### src/hdl/wqf_pkg.sv
// Shared types, constants and arithmetic helpers of the weighted quadratic fit core.
// Used by wqf_mac, wqf_div and weighted_quadratic_fit_core; no dependencies.
`timescale 1ns / 1ps

package wqf_pkg;

  // fraction bits of point_x / point_y
  localparam int unsigned COORD_FRAC_BITS = 8;
  // wide word for determinants, numerators and quotients (seven 32-bit limbs)
  localparam int unsigned DW = 224;
  localparam int unsigned DIV_CW = $clog2(DW);

  typedef logic [DW-1:0] wide_t;

  typedef struct packed {
    logic        sat;
    logic [63:0] val;
  } sat64_t;

  typedef struct packed {
    logic        sat;
    logic [31:0] val;
  } coef_t;

  // one partial product issued to the shared multiplier
  typedef struct packed {
    logic        vld;
    logic [31:0] a;
    logic [31:0] b;
    logic [2:0]  sh;   // limb offset of the product
  } mac_iss_t;

  // one term of the 3x3 determinant: column used in rows 0, 1, 2 and its sign
  typedef struct packed {
    logic [1:0] c0;
    logic [1:0] c1;
    logic [1:0] c2;
    logic       neg;
  } perm_t;

  function automatic perm_t perm_lut(input logic [2:0] idx);
    perm_t r;
    case (idx)
      3'd0:    r = '{c0: 2'd0, c1: 2'd1, c2: 2'd2, neg: 1'b0};
      3'd1:    r = '{c0: 2'd1, c1: 2'd2, c2: 2'd0, neg: 1'b0};
      3'd2:    r = '{c0: 2'd2, c1: 2'd0, c2: 2'd1, neg: 1'b0};
      3'd3:    r = '{c0: 2'd0, c1: 2'd2, c2: 2'd1, neg: 1'b1};
      3'd4:    r = '{c0: 2'd1, c1: 2'd0, c2: 2'd2, neg: 1'b1};
      3'd5:    r = '{c0: 2'd2, c1: 2'd1, c2: 2'd0, neg: 1'b1};
      default: r = '0;
    endcase
    return r;
  endfunction

  function automatic logic [63:0] abs64(input logic [63:0] v);
    return v[63] ? (~v + 64'd1) : v;
  endfunction

  function automatic wide_t abs_wide(input wide_t v);
    return v[DW-1] ? (~v + wide_t'(1)) : v;
  endfunction

  // signed 64-bit add, clamped to the nearest bound
  function automatic sat64_t sat_add64(input logic [63:0] a, input logic [63:0] b);
    logic [64:0] s;
    sat64_t      r;
    s     = {a[63], a} + {b[63], b};
    r.sat = s[64] ^ s[63];
    r.val = r.sat ? {s[64], {63{~s[64]}}} : s[63:0];
    return r;
  endfunction

  // apply sign to a product magnitude, floor-shift out the coordinate fraction, clamp
  function automatic sat64_t term_sat(input logic [79:0] mag, input logic neg);
    logic [80:0] v;
    logic [80:0] sh;
    sat64_t      r;
    v     = neg ? (~{1'b0, mag} + 81'd1) : {1'b0, mag};
    sh    = $signed(v) >>> COORD_FRAC_BITS;
    r.sat = (sh[80:63] != {18{sh[80]}});
    r.val = r.sat ? {sh[80], {63{~sh[80]}}} : sh[63:0];
    return r;
  endfunction

  // signed quotient from magnitude, clamped to 32 bits
  function automatic coef_t coef_sat(input wide_t q, input logic neg);
    logic  hi_zero;
    logic  ok;
    coef_t r;
    hi_zero = (q[DW-1:32] == '0);
    ok      = hi_zero && (!q[31] || (neg && (q[30:0] == 31'd0)));
    r.sat   = !ok;
    if (ok) begin
      r.val = neg ? (~q[31:0] + 32'd1) : q[31:0];
    end else begin
      r.val = neg ? 32'h8000_0000 : 32'h7FFF_FFFF;
    end
    return r;
  endfunction

endpackage

### src/hdl/wqf_div.sv
// Restoring divider on unsigned wide magnitudes, one quotient bit per cycle.
// Depends on wqf_pkg.
`timescale 1ns / 1ps

module wqf_div (
  input  logic           clk_i,
  input  logic           rst_ni,
  input  logic           start_i,
  input  wqf_pkg::wide_t num_i,
  input  wqf_pkg::wide_t den_i,
  output logic           done_o,
  output wqf_pkg::wide_t quo_o
);

  localparam int unsigned DW = wqf_pkg::DW;
  localparam int unsigned CW = wqf_pkg::DIV_CW;
  localparam logic [CW-1:0] LAST = CW'(DW - 1);

  logic           run_q;
  logic           done_q;
  logic [CW-1:0]  cnt_q;
  wqf_pkg::wide_t rem_q;
  wqf_pkg::wide_t quo_q;
  wqf_pkg::wide_t den_q;
  logic [DW:0]    rem_sh;
  logic [DW+1:0]  diff;
  logic           ge;

  assign rem_sh = {rem_q, quo_q[DW-1]};
  assign diff   = {1'b0, rem_sh} - {2'b00, den_q};
  assign ge     = ~diff[DW+1];

  always_ff @(posedge clk_i or negedge rst_ni) begin
    if (!rst_ni) begin
      run_q  <= 1'b0;
      done_q <= 1'b0;
      cnt_q  <= '0;
    end else begin
      done_q <= 1'b0;
      if (start_i) begin
        run_q <= 1'b1;
        cnt_q <= '0;
      end else if (run_q) begin
        cnt_q <= cnt_q + 1'b1;
        if (cnt_q == LAST) begin
          run_q  <= 1'b0;
          done_q <= 1'b1;
        end
      end
    end
  end

  // shift the dividend into the remainder, subtract the divisor where it fits
  always_ff @(posedge clk_i) begin
    if (start_i) begin
      rem_q <= '0;
      quo_q <= num_i;
      den_q <= den_i;
    end else if (run_q) begin
      rem_q <= ge ? diff[DW-1:0] : rem_sh[DW-1:0];
      quo_q <= {quo_q[DW-2:0], ge};
    end
  end

  assign done_o = done_q;
  assign quo_o  = quo_q;

endmodule

### config.mk
export PLATFORM = sky130hd
export DESIGN_NAME = wqf_div
export DESIGN_NICKNAME = d
export VERILOG_FILES = /design/src/hdl/wqf_pkg.sv /design/src/hdl/wqf_div.sv
export SDC_FILE = /design/constraint.sdc
export NUM_CORES = 2
export LEC_CHECK = 0
export BUFFER_PORTS_ARGS = -buffer_cell sky130_fd_sc_hd__buf_2
export CAP_MARGIN = 25
export CORE_UTILIZATION = 40
export CTS_CLUSTER_SIZE = 20
export DETAILED_ROUTE_END_ITERATION = 6
export PLACE_DENSITY = 0.71
export SYNTH_ARGS = -nofsm -noshare
export SYNTH_HDL_FRONTEND = slang
export SYNTH_SLANG_ARGS = --single-unit
### constraint.sdc
create_clock -name clk_i -period 7.52 [get_ports clk_i]
set_input_delay 0.376 -clock clk_i [delete_from_list [all_inputs] [get_ports clk_i]]
set_output_delay 0.376 -clock clk_i [all_outputs]
set_load 0.005 [all_outputs]
==> impl_metrics.ini <==
[global_routing]
grt-ovfl-total = 0
grt_pass1_wl_um = 274000
antenna_found_initial = 38
grt_usage = 0.328
first_global_vias = 41500
grt_max_degree = 178

[floorplanning]
rows = 121
start_util = 0.406
dieHeight_um = 335
boundaryPins = 676
die_area_sq_um = 112000
core-area_sq_um = 109000
die_w_um = 335

[clock_tree]
path_clk_slew_ns = 0.08
cts-resized-gates = 0
tritoncts = done
clock_sinks = 682
cts_buffers = 81
cts_max_level = 3
clk-insertion-delay-late_ns = 0.71
cts_root_buf = clkbuf_16
cts_buffer_depth = 3

[run]
maxCapViolations = 0

[placed_design]
place_congestion = 1.04
hpwl_um = 149000
port_buffers = 675
dp_slack_ns = 2.31

[yosys]
synth_adder_area_share = 0.0639
yosysTopAreaCellShare = 0.303
async_flop_share = 0.0147
synth_largest_area_cell = edfxtp_1
syn_area_sq_um = 44400
synth_area_leaders = edfxtp_1 (30%), dfxtp_1 (10%), a21oi_1 (6.4%)
synth_xor_area_frac = 0.0410
synthesis.nets = 5639
synth_edf_count = 448
synth-compound-area-share = 0.221
ys_seq_area_frac = 0.410
synthSimpleGateAreaFrac = 0.148
syn_inst = 4962
synth-main-ff-cell = edfxtp_1
synth_area_per_cell_sq_um = 8.95
synth.mux.area_fraction = 0.0622
ys_ff_latch = 682
synth_top_family_by_area = compound AO/OA/AOI/OAI gates
ys_types = 97
yosys_warnings = 0

[sta]
maxSlewViolCount = 0
fin_tns_setup_ns = 0
clock_skew_ns = 0.0776
fin_ws_ns = 2.13
maxClockFrequency_mhz = 186
setup_violations = 0
worst_pin_slew_ns = 1.19
fin_crit_sh = 0.716
hold_viol = 0
min_period_ns = 5.39
slew_headroom = 0.204
grt_setup_unrepaired = no

[detailed_routing]
via_count = 43300
wl_um = 191000
wl_per_cell_um = 25.8
drtIter0Drc = 4414
drc_errors = 0
viasPerCell = 5.84
firstDrtPassIters = 6
final_antenna_net_count = 0

[outcome]
status = complete, no violations

[worst_setup_path]
crit_type = flop to flop
path_cells = inv_1, ha_1, fa_1, nand2b_1, a21o_1, a21oi_1, a311oi_2, o2111ai_1, a21oi_1, o31ai_2, a21o_1, a41oi_1, o21a_1, nor4_2, o41ai_1, a311oi_1
cp_max_fo = 5
endpoint_kind = flop
crit_required_ns = 8.11
start_kind = flop
max_stage_delay_ns = 0.57
cp.arrival_ns = 5.98
slowest_stage = o2111ai_1

[power]
ir_drop_mv = 0.317
p_leak_nw = 22.8
p_per_area_nw_per_um2 = 332

[layout]
nFillCells = 10100
ff_latch_area_sq_um = 18200
multi_input_area_sq_um = 23800
nets = 6529
drive_gt1_frac = 0.190
layout_commonest_cell = buf_2
syn2layout_area_growth_pct = 24.9
layout_common_cells = buf_2 (674), a21oi_1 (571), nor2_1 (531), edfxtp_1 (448), nand2_1 (403)

[min_path]
hp-class = input port to flop
==> what timing repair did <==
item | 4_1_cts | 5_1_grt
hold buffers | 394 | 0
setup buffers | 0 | 0
hold endpoints to repair | 403 | 0
==> stage by stage <==
stage	util	total power [mW]	hold slack (ns)	instances	cell area, sq um
floorplan	-	11.3	0.0804	4962	44400
global placement	0.445	13.8	0.247	6850	48700
detailed placement	0.445	13.9	0.250	6850	48700
CTS	0.506	18.2	0.000842	7396	55400
global route	0.506	19.4	0.00904	7410	55400
finish	0.507	18.4	0.0115	7419	55400
==> registers in the layout, summed over array words and instances, names as in the netlist <==
register	cells
run_q	1
rem_q	224
done_o	1
quo_o	224
den_q	224
cnt_q	8
==> worst max-delay path: cells and delay by family, from the launching register on <==
family	cells	cell delay, ns
AND/OR/NAND/NOR	2	0.56
AO/OA/AOI/OAI	11	3.67
adder cells (fa/ha/maj)	2	0.62
flip-flops	1	0.36
buffers and inverters	1	0.05
==> logic make-up after synthesis <==
logic type                 count (synthesis)
AOI/OAI and AO/OA                       1573
xor gates and xnor gates                 208
adders and majority gates                226
buffers and inverters                    599
DFF                                      682
muxes                                    248
and+or+nand+nor                         1426
==> final cells by class <==
type / instances / share of cell area
Multi-Input combinational cell: 3681 / 0.429
Sequential cell: 682 / 0.328
Timing Repair Buffer: 1097 / 0.138
Clock buffer: 99 / 0.0385
Tap cell: 1476 / 0.0333
Inverter: 309 / 0.0211
Clock inverter: 53 / 0.0112
Antenna cell: 22 / 0.000993
==> where the power goes <==
group	switching, mW	total (mW)	internal, mW	leakage (nW)
sequential	0.587	5.33	4.74	6.51
combinational	5.75	8.97	3.21	15.0
clock	1.82	4.13	2.31	1.32
==> worst paths after layout <==
path                            start          to  slack (ns)  cells past startpoint
min in group asynchronous      rst_ni    cnt_q[4]        0.15                      2
max in group asynchronous      rst_ni       run_q        7.15                      2
min reg2reg                 rem_q[13]   rem_q[13]        0.48                      2
min                        num_i[116]  quo_o[116]        0.01                      2
max reg2reg                quo_o[223]  rem_q[220]        2.13                     16
max                        quo_o[223]  rem_q[220]        2.13                     16
==> per-layer routing <==
layer,track usage,share of wire,routed length [um]
met5,0.00782,0.0016,315
met4,0.196,0.067,12800
met3,0.0748,0.085,16300
met2,0.518,0.45,85300
met1,0.408,0.40,76400
==> synthesized netlist by cell type, drive strengths merged (9+ instances only) <==
master,n
a31oi,40
o22ai,11
edfxtp,448
nor2b,25
or3,20
a21oi,575
and4,16
o21bai,86
or2,27
and2,18
nand2b,25
buf,116
nor3,79
o211ai,57
ha,225
and3,30
a21o,96
nor2,534
dfrtp,10
a41oi,9
a311oi,9
nor4,30
mux2i,25
o21ai,355
a221oi,14
o21a,31
a21boi,26
nand3,38
o211a,16
mux2,223
nand2,404
dfxtp,224
a211oi,111
clkbuf,174
xor2,92
xnor2,116
o31ai,31
inv,308
nand4,161
o41ai,14
a22oi,12
No activity file was read; power rests on OpenSTA's default activity.
