File: config.mk
export PLATFORM = sky130hd
export DESIGN_NAME = wqf_mac
export DESIGN_NICKNAME = d
export VERILOG_FILES = /design/src/hdl/wqf_pkg.sv /design/src/hdl/wqf_mac.sv
export SDC_FILE = /design/constraint.sdc
export NUM_CORES = 2
export LEC_CHECK = 0
export ABC_AREA = 1
export BUFFER_PORTS_ARGS = -buffer_cell sky130_fd_sc_hd__buf_2
export CAP_MARGIN = 10
export CORE_MARGIN = 1.5
export CORE_UTILIZATION = 65
export DETAILED_ROUTE_END_ITERATION = 7
export GPL_TIMING_DRIVEN = 0
export PLACE_DENSITY = 0.83
export SYNTH_ARGS = -nofsm -noshare
export SYNTH_HDL_FRONTEND = slang
export SYNTH_SLANG_ARGS = --single-unit
File: constraint.sdc
create_clock -name clk_i -period 8.35 [get_ports clk_i]
set_clock_uncertainty 0.15 [all_clocks]
set_input_delay 0 -clock clk_i [delete_from_list [all_inputs] [get_ports clk_i]]
set_output_delay 0 -clock clk_i [all_outputs]
set_load 0.005 [all_outputs]
File: src/hdl/wqf_pkg.sv
// Shared types, constants and arithmetic helpers of the weighted quadratic fit core.
// Used by wqf_mac, wqf_div and weighted_quadratic_fit_core; no dependencies.
`timescale 1ns / 1ps

package wqf_pkg;

  // fraction bits of point_x / point_y
  localparam int unsigned COORD_FRAC_BITS = 8;
  // wide word for determinants, numerators and quotients (seven 32-bit limbs)
  localparam int unsigned DW = 224;
  localparam int unsigned DIV_CW = $clog2(DW);

  typedef logic [DW-1:0] wide_t;

  typedef struct packed {
    logic        sat;
    logic [63:0] val;
  } sat64_t;

  typedef struct packed {
    logic        sat;
    logic [31:0] val;
  } coef_t;

  // one partial product issued to the shared multiplier
  typedef struct packed {
    logic        vld;
    logic [31:0] a;
    logic [31:0] b;
    logic [2:0]  sh;   // limb offset of the product
  } mac_iss_t;

  // one term of the 3x3 determinant: column used in rows 0, 1, 2 and its sign
  typedef struct packed {
    logic [1:0] c0;
    logic [1:0] c1;
    logic [1:0] c2;
    logic       neg;
  } perm_t;

  function automatic perm_t perm_lut(input logic [2:0] idx);
    perm_t r;
    case (idx)
      3'd0:    r = '{c0: 2'd0, c1: 2'd1, c2: 2'd2, neg: 1'b0};
      3'd1:    r = '{c0: 2'd1, c1: 2'd2, c2: 2'd0, neg: 1'b0};
      3'd2:    r = '{c0: 2'd2, c1: 2'd0, c2: 2'd1, neg: 1'b0};
      3'd3:    r = '{c0: 2'd0, c1: 2'd2, c2: 2'd1, neg: 1'b1};
      3'd4:    r = '{c0: 2'd1, c1: 2'd0, c2: 2'd2, neg: 1'b1};
      3'd5:    r = '{c0: 2'd2, c1: 2'd1, c2: 2'd0, neg: 1'b1};
      default: r = '0;
    endcase
    return r;
  endfunction

  function automatic logic [63:0] abs64(input logic [63:0] v);
    return v[63] ? (~v + 64'd1) : v;
  endfunction

  function automatic wide_t abs_wide(input wide_t v);
    return v[DW-1] ? (~v + wide_t'(1)) : v;
  endfunction

  // signed 64-bit add, clamped to the nearest bound
  function automatic sat64_t sat_add64(input logic [63:0] a, input logic [63:0] b);
    logic [64:0] s;
    sat64_t      r;
    s     = {a[63], a} + {b[63], b};
    r.sat = s[64] ^ s[63];
    r.val = r.sat ? {s[64], {63{~s[64]}}} : s[63:0];
    return r;
  endfunction

  // apply sign to a product magnitude, floor-shift out the coordinate fraction, clamp
  function automatic sat64_t term_sat(input logic [79:0] mag, input logic neg);
    logic [80:0] v;
    logic [80:0] sh;
    sat64_t      r;
    v     = neg ? (~{1'b0, mag} + 81'd1) : {1'b0, mag};
    sh    = $signed(v) >>> COORD_FRAC_BITS;
    r.sat = (sh[80:63] != {18{sh[80]}});
    r.val = r.sat ? {sh[80], {63{~sh[80]}}} : sh[63:0];
    return r;
  endfunction

  // signed quotient from magnitude, clamped to 32 bits
  function automatic coef_t coef_sat(input wide_t q, input logic neg);
    logic  hi_zero;
    logic  ok;
    coef_t r;
    hi_zero = (q[DW-1:32] == '0);
    ok      = hi_zero && (!q[31] || (neg && (q[30:0] == 31'd0)));
    r.sat   = !ok;
    if (ok) begin
      r.val = neg ? (~q[31:0] + 32'd1) : q[31:0];
    end else begin
      r.val = neg ? 32'h8000_0000 : 32'h7FFF_FFFF;
    end
    return r;
  endfunction

endpackage

File: src/hdl/wqf_mac.sv
// Shared 32x32 unsigned multiplier with a wide shifted accumulator.
// Depends on wqf_pkg.
`timescale 1ns / 1ps

module wqf_mac (
  input  logic              clk_i,
  input  logic              rst_ni,
  input  logic              clr_i,
  input  wqf_pkg::mac_iss_t iss_i,
  output wqf_pkg::wide_t    prod_o
);

  logic [63:0]    mul_q;
  logic [2:0]     sh_q;
  logic           pv_q;
  wqf_pkg::wide_t prod_q;

  always_ff @(posedge clk_i or negedge rst_ni) begin
    if (!rst_ni) begin
      pv_q <= 1'b0;
    end else begin
      pv_q <= iss_i.vld;
    end
  end

  always_ff @(posedge clk_i) begin
    if (iss_i.vld) begin
      mul_q <= iss_i.a * iss_i.b;
      sh_q  <= iss_i.sh;
    end
  end

  // add each partial product, registered in mul_q, at its limb offset
  always_ff @(posedge clk_i) begin
    if (clr_i) begin
      prod_q <= '0;
    end else if (pv_q) begin
      prod_q <= prod_q + (wqf_pkg::wide_t'(mul_q) << {sh_q, 5'd0});
    end
  end

  assign prod_o = prod_q;

endmodule

==> results.rst, run 1 <==
.. list-table::
   :header-rows: 1

   * - Metric
     - Value
   * - Number of sinks on the clock net
     - 292
   * - Count of mapped cells out of synthesis
     - 12,590
   * - DP HPWL
     - 290.0 mm
   * - Number of input and output port buffers inserted
     - 293
   * - Avg Synthesized Cell Area
     - 5.978 um2
   * - Post-synth top area share
     - 23.86%
   * - GP Congestion
     - between 1 and 1.5
   * - Distinct cell type count after synthesis
     - 46
   * - Most common library cells after synthesis
     - sky130_fd_sc_hd__nand2_1, sky130_fd_sc_hd__inv_1, sky130_fd_sc_hd__nor2_1
   * - Leading post-synthesis cells by cell area
     - sky130_fd_sc_hd__fa_1, sky130_fd_sc_hd__nand2_1, sky130_fd_sc_hd__inv_1
   * - Summed instance area of the synthesized netlist
     - around 75,000 um2
   * - Top cell type by total area after synthesis
     - sky130_fd_sc_hd__fa_1
   * - Floorplan die width
     - between 300 and 400 um
   * - Register bit total from synthesis
     - 292
   * - Boundary Pins
     - ~300
   * - Share of async-settable or async-resettable flops after synthesis
     - less than 1%
   * - Synth Flop Type
     - sky130_fd_sc_hd__dfxtp_1
   * - Overall die height
     - between 300 and 400 um
   * - Inserted Clock Buffers
     - 31
   * - Global routing usage summed across all routing layers
     - about 69%
   * - Synth warn
     - 0
   * - Share of the yosys chip area belonging to registers
     - 8.665%
   * - First error
     - [ERROR GRT-0116] Global routing finished with congestion. Check the congestion regions in the DRC Viewer.
   * - Step where the flow halted
     - global routing (5_1_grt)
   * - Number of buffers on the longest clock path
     - 3
   * - # rows
     - 124
   * - Wire length of the first global-routing pass
     - 601.7 mm
   * - Pin count of the biggest net entering global routing
     - 47
   * - Vias in the first global route
     - slightly below 90,000
   * - Overflow left after global routing
     - 634
   * - Effective utilization at floorplan
     - 65.73%
   * - Result of the run
     - stopped before the end
   * - Number of synthesized flops with an enable pin
     - 67
   * - Master cell of the clock root buffer
     - sky130_fd_sc_hd__clkbuf_16
   * - CTS H-tree lvls
     - 1
   * - Post-CTS Setup Inserts
     - 0
   * - Dominant cell by count in the synthesized netlist
     - sky130_fd_sc_hd__nand2_1
   * - Post-Syn Nets
     - approximately 14,000
## stage by stage
step | cell area, um2 | setup slack, ns | hold WS (ns) | cells | util [%]
after global placement | 78620 | 0.3821 | -0.3744 | 14400 | 68.66
after detailed placement | 78660 | 0.3167 | -0.3727 | 14400 | 68.69
after CTS | 79800 | 0.9690 | 0.1382 | 14470 | 69.69
after floorplan | 75260 | 1.973 | -0.4456 | 12590 | -
## timing repair
| item | CTS |
|---|---|
| setup endpoints to repair | 0 |
| gates resized for setup | 0 |
| hold buffers | 12 |
| hold endpoints to repair | 78 |
## cells by family after synthesis
family	share of synthesized area [%]
compound gates	4.349
flops	8.665
fa+ha+maj	31.94
mux	0.4256
xor+xnor	2.060
buf+inv	19.14
simple gates	33.42
## per-layer routing
metal	overflow	global-route usage, %
met5	1	29.21
met4	230	64.01
met3	23	55.03
met2	370	84.95
met1	10	69.91
==> run 2: changes to the inputs <==
--- a/config.mk
+++ b/config.mk
@@ -9,10 +9,10 @@
 export BUFFER_PORTS_ARGS = -buffer_cell sky130_fd_sc_hd__buf_2
 export CAP_MARGIN = 10
 export CORE_MARGIN = 1.5
-export CORE_UTILIZATION = 65
+export CORE_UTILIZATION = 40
 export DETAILED_ROUTE_END_ITERATION = 7
 export GPL_TIMING_DRIVEN = 0
-export PLACE_DENSITY = 0.83
+export PLACE_DENSITY_LB_ADDON = 0.15
 export SYNTH_ARGS = -nofsm -noshare
 export SYNTH_HDL_FRONTEND = slang
 export SYNTH_SLANG_ARGS = --single-unit
==> run 2 against run 1 <==
The flow now finishes, with violations (design-rule violations). Synthesized area stayed put. Synthesized cell count did not move.
==> results.rst, run 2 <==
.. list-table::
   :header-rows: 1

   * - Metric
     - Value
   * - Result of the run
     - finished, violations left
   * - Violations in the final reports
     - design-rule violations
   * - Leading cell type in the layout, fill and taps excluded
     - sky130_fd_sc_hd__nand2_1
   * - Overflow left after global routing
     - 0
   * - Max-cap viol count
     - 0
   * - Most common library cells after synthesis
     - sky130_fd_sc_hd__nand2_1, sky130_fd_sc_hd__inv_1, sky130_fd_sc_hd__nor2_1
   * - Avg Synthesized Cell Area
     - about 6.0 um2
   * - Inserted Clock Buffers
     - 40
   * - Top library cells by usage in the layout, fill and taps aside
     - sky130_fd_sc_hd__nand2_1, sky130_fd_sc_hd__inv_1, sky130_fd_sc_hd__nor2_1, sky130_fd_sc_hd__fa_1, sky130_fd_sc_hd__ha_1
   * - DP HPWL
     - 396.5 mm
   * - Share of async-settable or async-resettable flops after synthesis
     - 0.3425%
   * - Wire length of the first global-routing pass
     - 608.2 mm
   * - Startpoint types
     - primary input
   * - Count of mapped cells out of synthesis
     - around 13,000
   * - Min cycle time layout
     - 7.936 ns
   * - Post-synth top area share
     - approximately a quarter
   * - Post-CTS Setup Inserts
     - 0
   * - Synth Flop Type
     - sky130_fd_sc_hd__dfxtp_1
   * - Distinct cell type count after synthesis
     - 46
   * - Vias in the first global route
     - 79,770
   * - Floorplan die width
     - ~440 um
   * - Least setup slack across all paths after layout
     - about 0.41 ns
   * - Type of the worst min-delay path
     - primary input to flip-flop
   * - Slew Limit Headroom
     - 1.984%
   * - Register bit total from synthesis
     - 292
   * - Routed len/inst
     - 29.14 um
   * - Ratio of cells with drive above 1 in the final layout
     - 5.345%
   * - Clock latency at the later pin of the worst-skew pair
     - 0.73 ns
   * - Count of instances resized after the clock tree is built
     - 0
   * - RSZ-0062 raised after global routing
     - false
   * - First element of the critical path
     - iss_i[16]
   * - # rows
     - 159
   * - Total detailed-routing wirelength
     - 451.3 mm
   * - Count of nets left with antenna violations after detail routing
     - 0
   * - Number of synthesized flops with an enable pin
     - 67
   * - Max-slew violation count
     - 0
   * - GP Congestion
     - 1.130
   * - Overall die area
     - roughly 190,000 um2
   * - Number of buffers added to fix hold violations after cts
     - 11
   * - Number of buffers on the longest clock path
     - 3
   * - Number of input and output port buffers inserted
     - 293
   * - Boundary Pins
     - 295
   * - Effective utilization at floorplan
     - 40.16%
   * - Post-Syn Nets
     - 14,040
   * - Leading post-synthesis cells by cell area
     - sky130_fd_sc_hd__fa_1, sky130_fd_sc_hd__nand2_1, sky130_fd_sc_hd__inv_1
   * - Tightest Pin Transition
     - between 1 and 1.5 ns
   * - Data required time of the worst path
     - 8.65 ns
   * - Pin count of the biggest net entering global routing
     - about 70
   * - Worst Hold Slack
     - 0.1485 ns
   * - Final Util
     - 43.63%
   * - Dominant cell by count in the synthesized netlist
     - sky130_fd_sc_hd__nand2_1
   * - Flip-flop count of the largest register after layout
     - 224
   * - Clock transition at the registers of the reported paths
     - 0.06 ns
   * - Largest fanout on the critical path
     - 10
   * - Top cell type by total area after synthesis
     - sky130_fd_sc_hd__fa_1
   * - Setup slack after placement
     - -0.06808 ns
   * - Category of the most critical setup path
     - primary input to flip-flop
   * - Share of the clock period used by the worst path
     - a little over nine tenths
   * - CP Capture Type
     - flip-flop
   * - Critical path data arrival time
     - 8.23 ns
   * - RR Startpoint
     - sh_q[0]
   * - Detailed-route DRC error count
     - 2
   * - Starting DRT DRC Count
     - 8,947
   * - Share of the yosys chip area belonging to registers
     - 8.665%
   * - Core area
     - 187,400 um2
   * - Number of nets at the end of the flow
     - 14,410
   * - Worst-case register-to-register setup slack
     - between 0.6 and 0.7 ns
   * - Post-Route Setup TNS
     - 0 ns
   * - Synth warn
     - 0
   * - CTS H-tree lvls
     - 2
   * - Global routing usage summed across all routing layers
     - 46.42%
   * - Critical hold path startpoint
     - clr_i
   * - Peak Freq
     - 126.0 MHz
   * - # setup viols final
     - 0
   * - Master cell of the clock root buffer
     - sky130_fd_sc_hd__clkbuf_16
   * - Via count
     - a little over 80,000
   * - Number of antenna violations at the first check in global routing
     - 24
   * - Final Hold Fails
     - 0
   * - Area Growth Syn to Fin
     - 8.642%
   * - Summed instance area of the synthesized netlist
     - 75,260 um2
   * - Via-to-Cell Ratio
     - 5.264
   * - Clock tree from TritonCTS
     - yes
   * - Overall die height
     - between 400 and 500 um
   * - Number of sinks on the clock net
     - 292
   * - First-pass iteration count of the detailed router
     - 8
[run 2: cell counts after synthesis]
Identical to the previous run, type by type.
[run 2: kinds of logic (layout without fill, tap and decap cells)]
| kind of cell | Yosys count | in the layout | synth area share, % |
|---|---|---|---|
| AOI/OAI and AO/OA | 602 | 602 | 4.349 |
| xor gates and xnor gates | 177 | 177 | 2.060 |
| adders and majority gates | 1383 | 1383 | 31.94 |
| buffers and inverters | 3836 | 4230 | 19.14 |
| DFF | 292 | 292 | 8.665 |
| muxes | 32 | 32 | 0.4256 |
| other | 0 | 12 | 0 |
| and+or+nand+nor | 6268 | 6268 | 33.42 |
[run 2: path summary, 6_finish.rpt]
kind                          endpoint  depth (start not counted)
max reg2reg                prod_o[166]                         17
min reg2reg                  prod_o[0]                          2
min in group asynchronous         pv_q                          4
max                          mul_q[61]                         25
min                         prod_o[32]                          5
max in group asynchronous         pv_q                          4
[run 2: through the flow]
step / area, um2 / std cells
finish: 81760 / 15490
global placement: 79850 / 15380
global route: 81730 / 15480
detailed placement: 80060 / 15390
floorplan: 75260 / 12590
CTS: 81650 / 15470
[run 2: per-layer routing]
metal / vias to the layer above / share of wire, % / global-route usage (%)
li1: 36840 / - / -
met1: 38570 / 35 / 51.40
met2: 4607 / 43 / 72.30
met3: 1514 / 8.2 / 8.320
met4: 10 / 13 / 50.24
met5: - / 0.047 / 0
[run 2: area by class of cell]
class                      count  area [um2]
fill                       20750      105600
multi-input combinational   8462       54340
inverter                    3515       13190
sequential                   292        6521
tap                         2495        3122
timing repair buffer         322        1869
buffer                       321        1216
clock buffer                  45        1030
clock inverter                27       446.7
antenna                       12       30.03
[run 2: worst max-delay path, cell delays in order]
cell,delay [ns]
sky130_fd_sc_hd__buf_2,0.18
sky130_fd_sc_hd__clkbuf_1,0.90
sky130_fd_sc_hd__nand2_1,0.42
sky130_fd_sc_hd__inv_1,0.17
sky130_fd_sc_hd__fa_1,0.48
sky130_fd_sc_hd__fa_1,0.54
sky130_fd_sc_hd__inv_1,0.07
sky130_fd_sc_hd__fa_1,0.50
sky130_fd_sc_hd__fa_1,0.53
sky130_fd_sc_hd__inv_1,0.07
sky130_fd_sc_hd__fa_1,0.55
sky130_fd_sc_hd__fa_1,0.43
sky130_fd_sc_hd__fa_1,0.64
sky130_fd_sc_hd__fa_1,0.50
sky130_fd_sc_hd__ha_1,0.47
sky130_fd_sc_hd__nand2_1,0.14
sky130_fd_sc_hd__nor2_1,0.16
sky130_fd_sc_hd__inv_1,0.13
sky130_fd_sc_hd__nor2_1,0.17
sky130_fd_sc_hd__inv_1,0.05
sky130_fd_sc_hd__o21ai_0,0.48
sky130_fd_sc_hd__nand2_1,0.10
sky130_fd_sc_hd__nand3_1,0.22
sky130_fd_sc_hd__a21oi_1,0.13
sky130_fd_sc_hd__xor2_1,0.17
Power of run 2 is left out: the tool's default activity adds up to more than one toggle a clock period on the data nets, which glitch-free logic cannot reach.
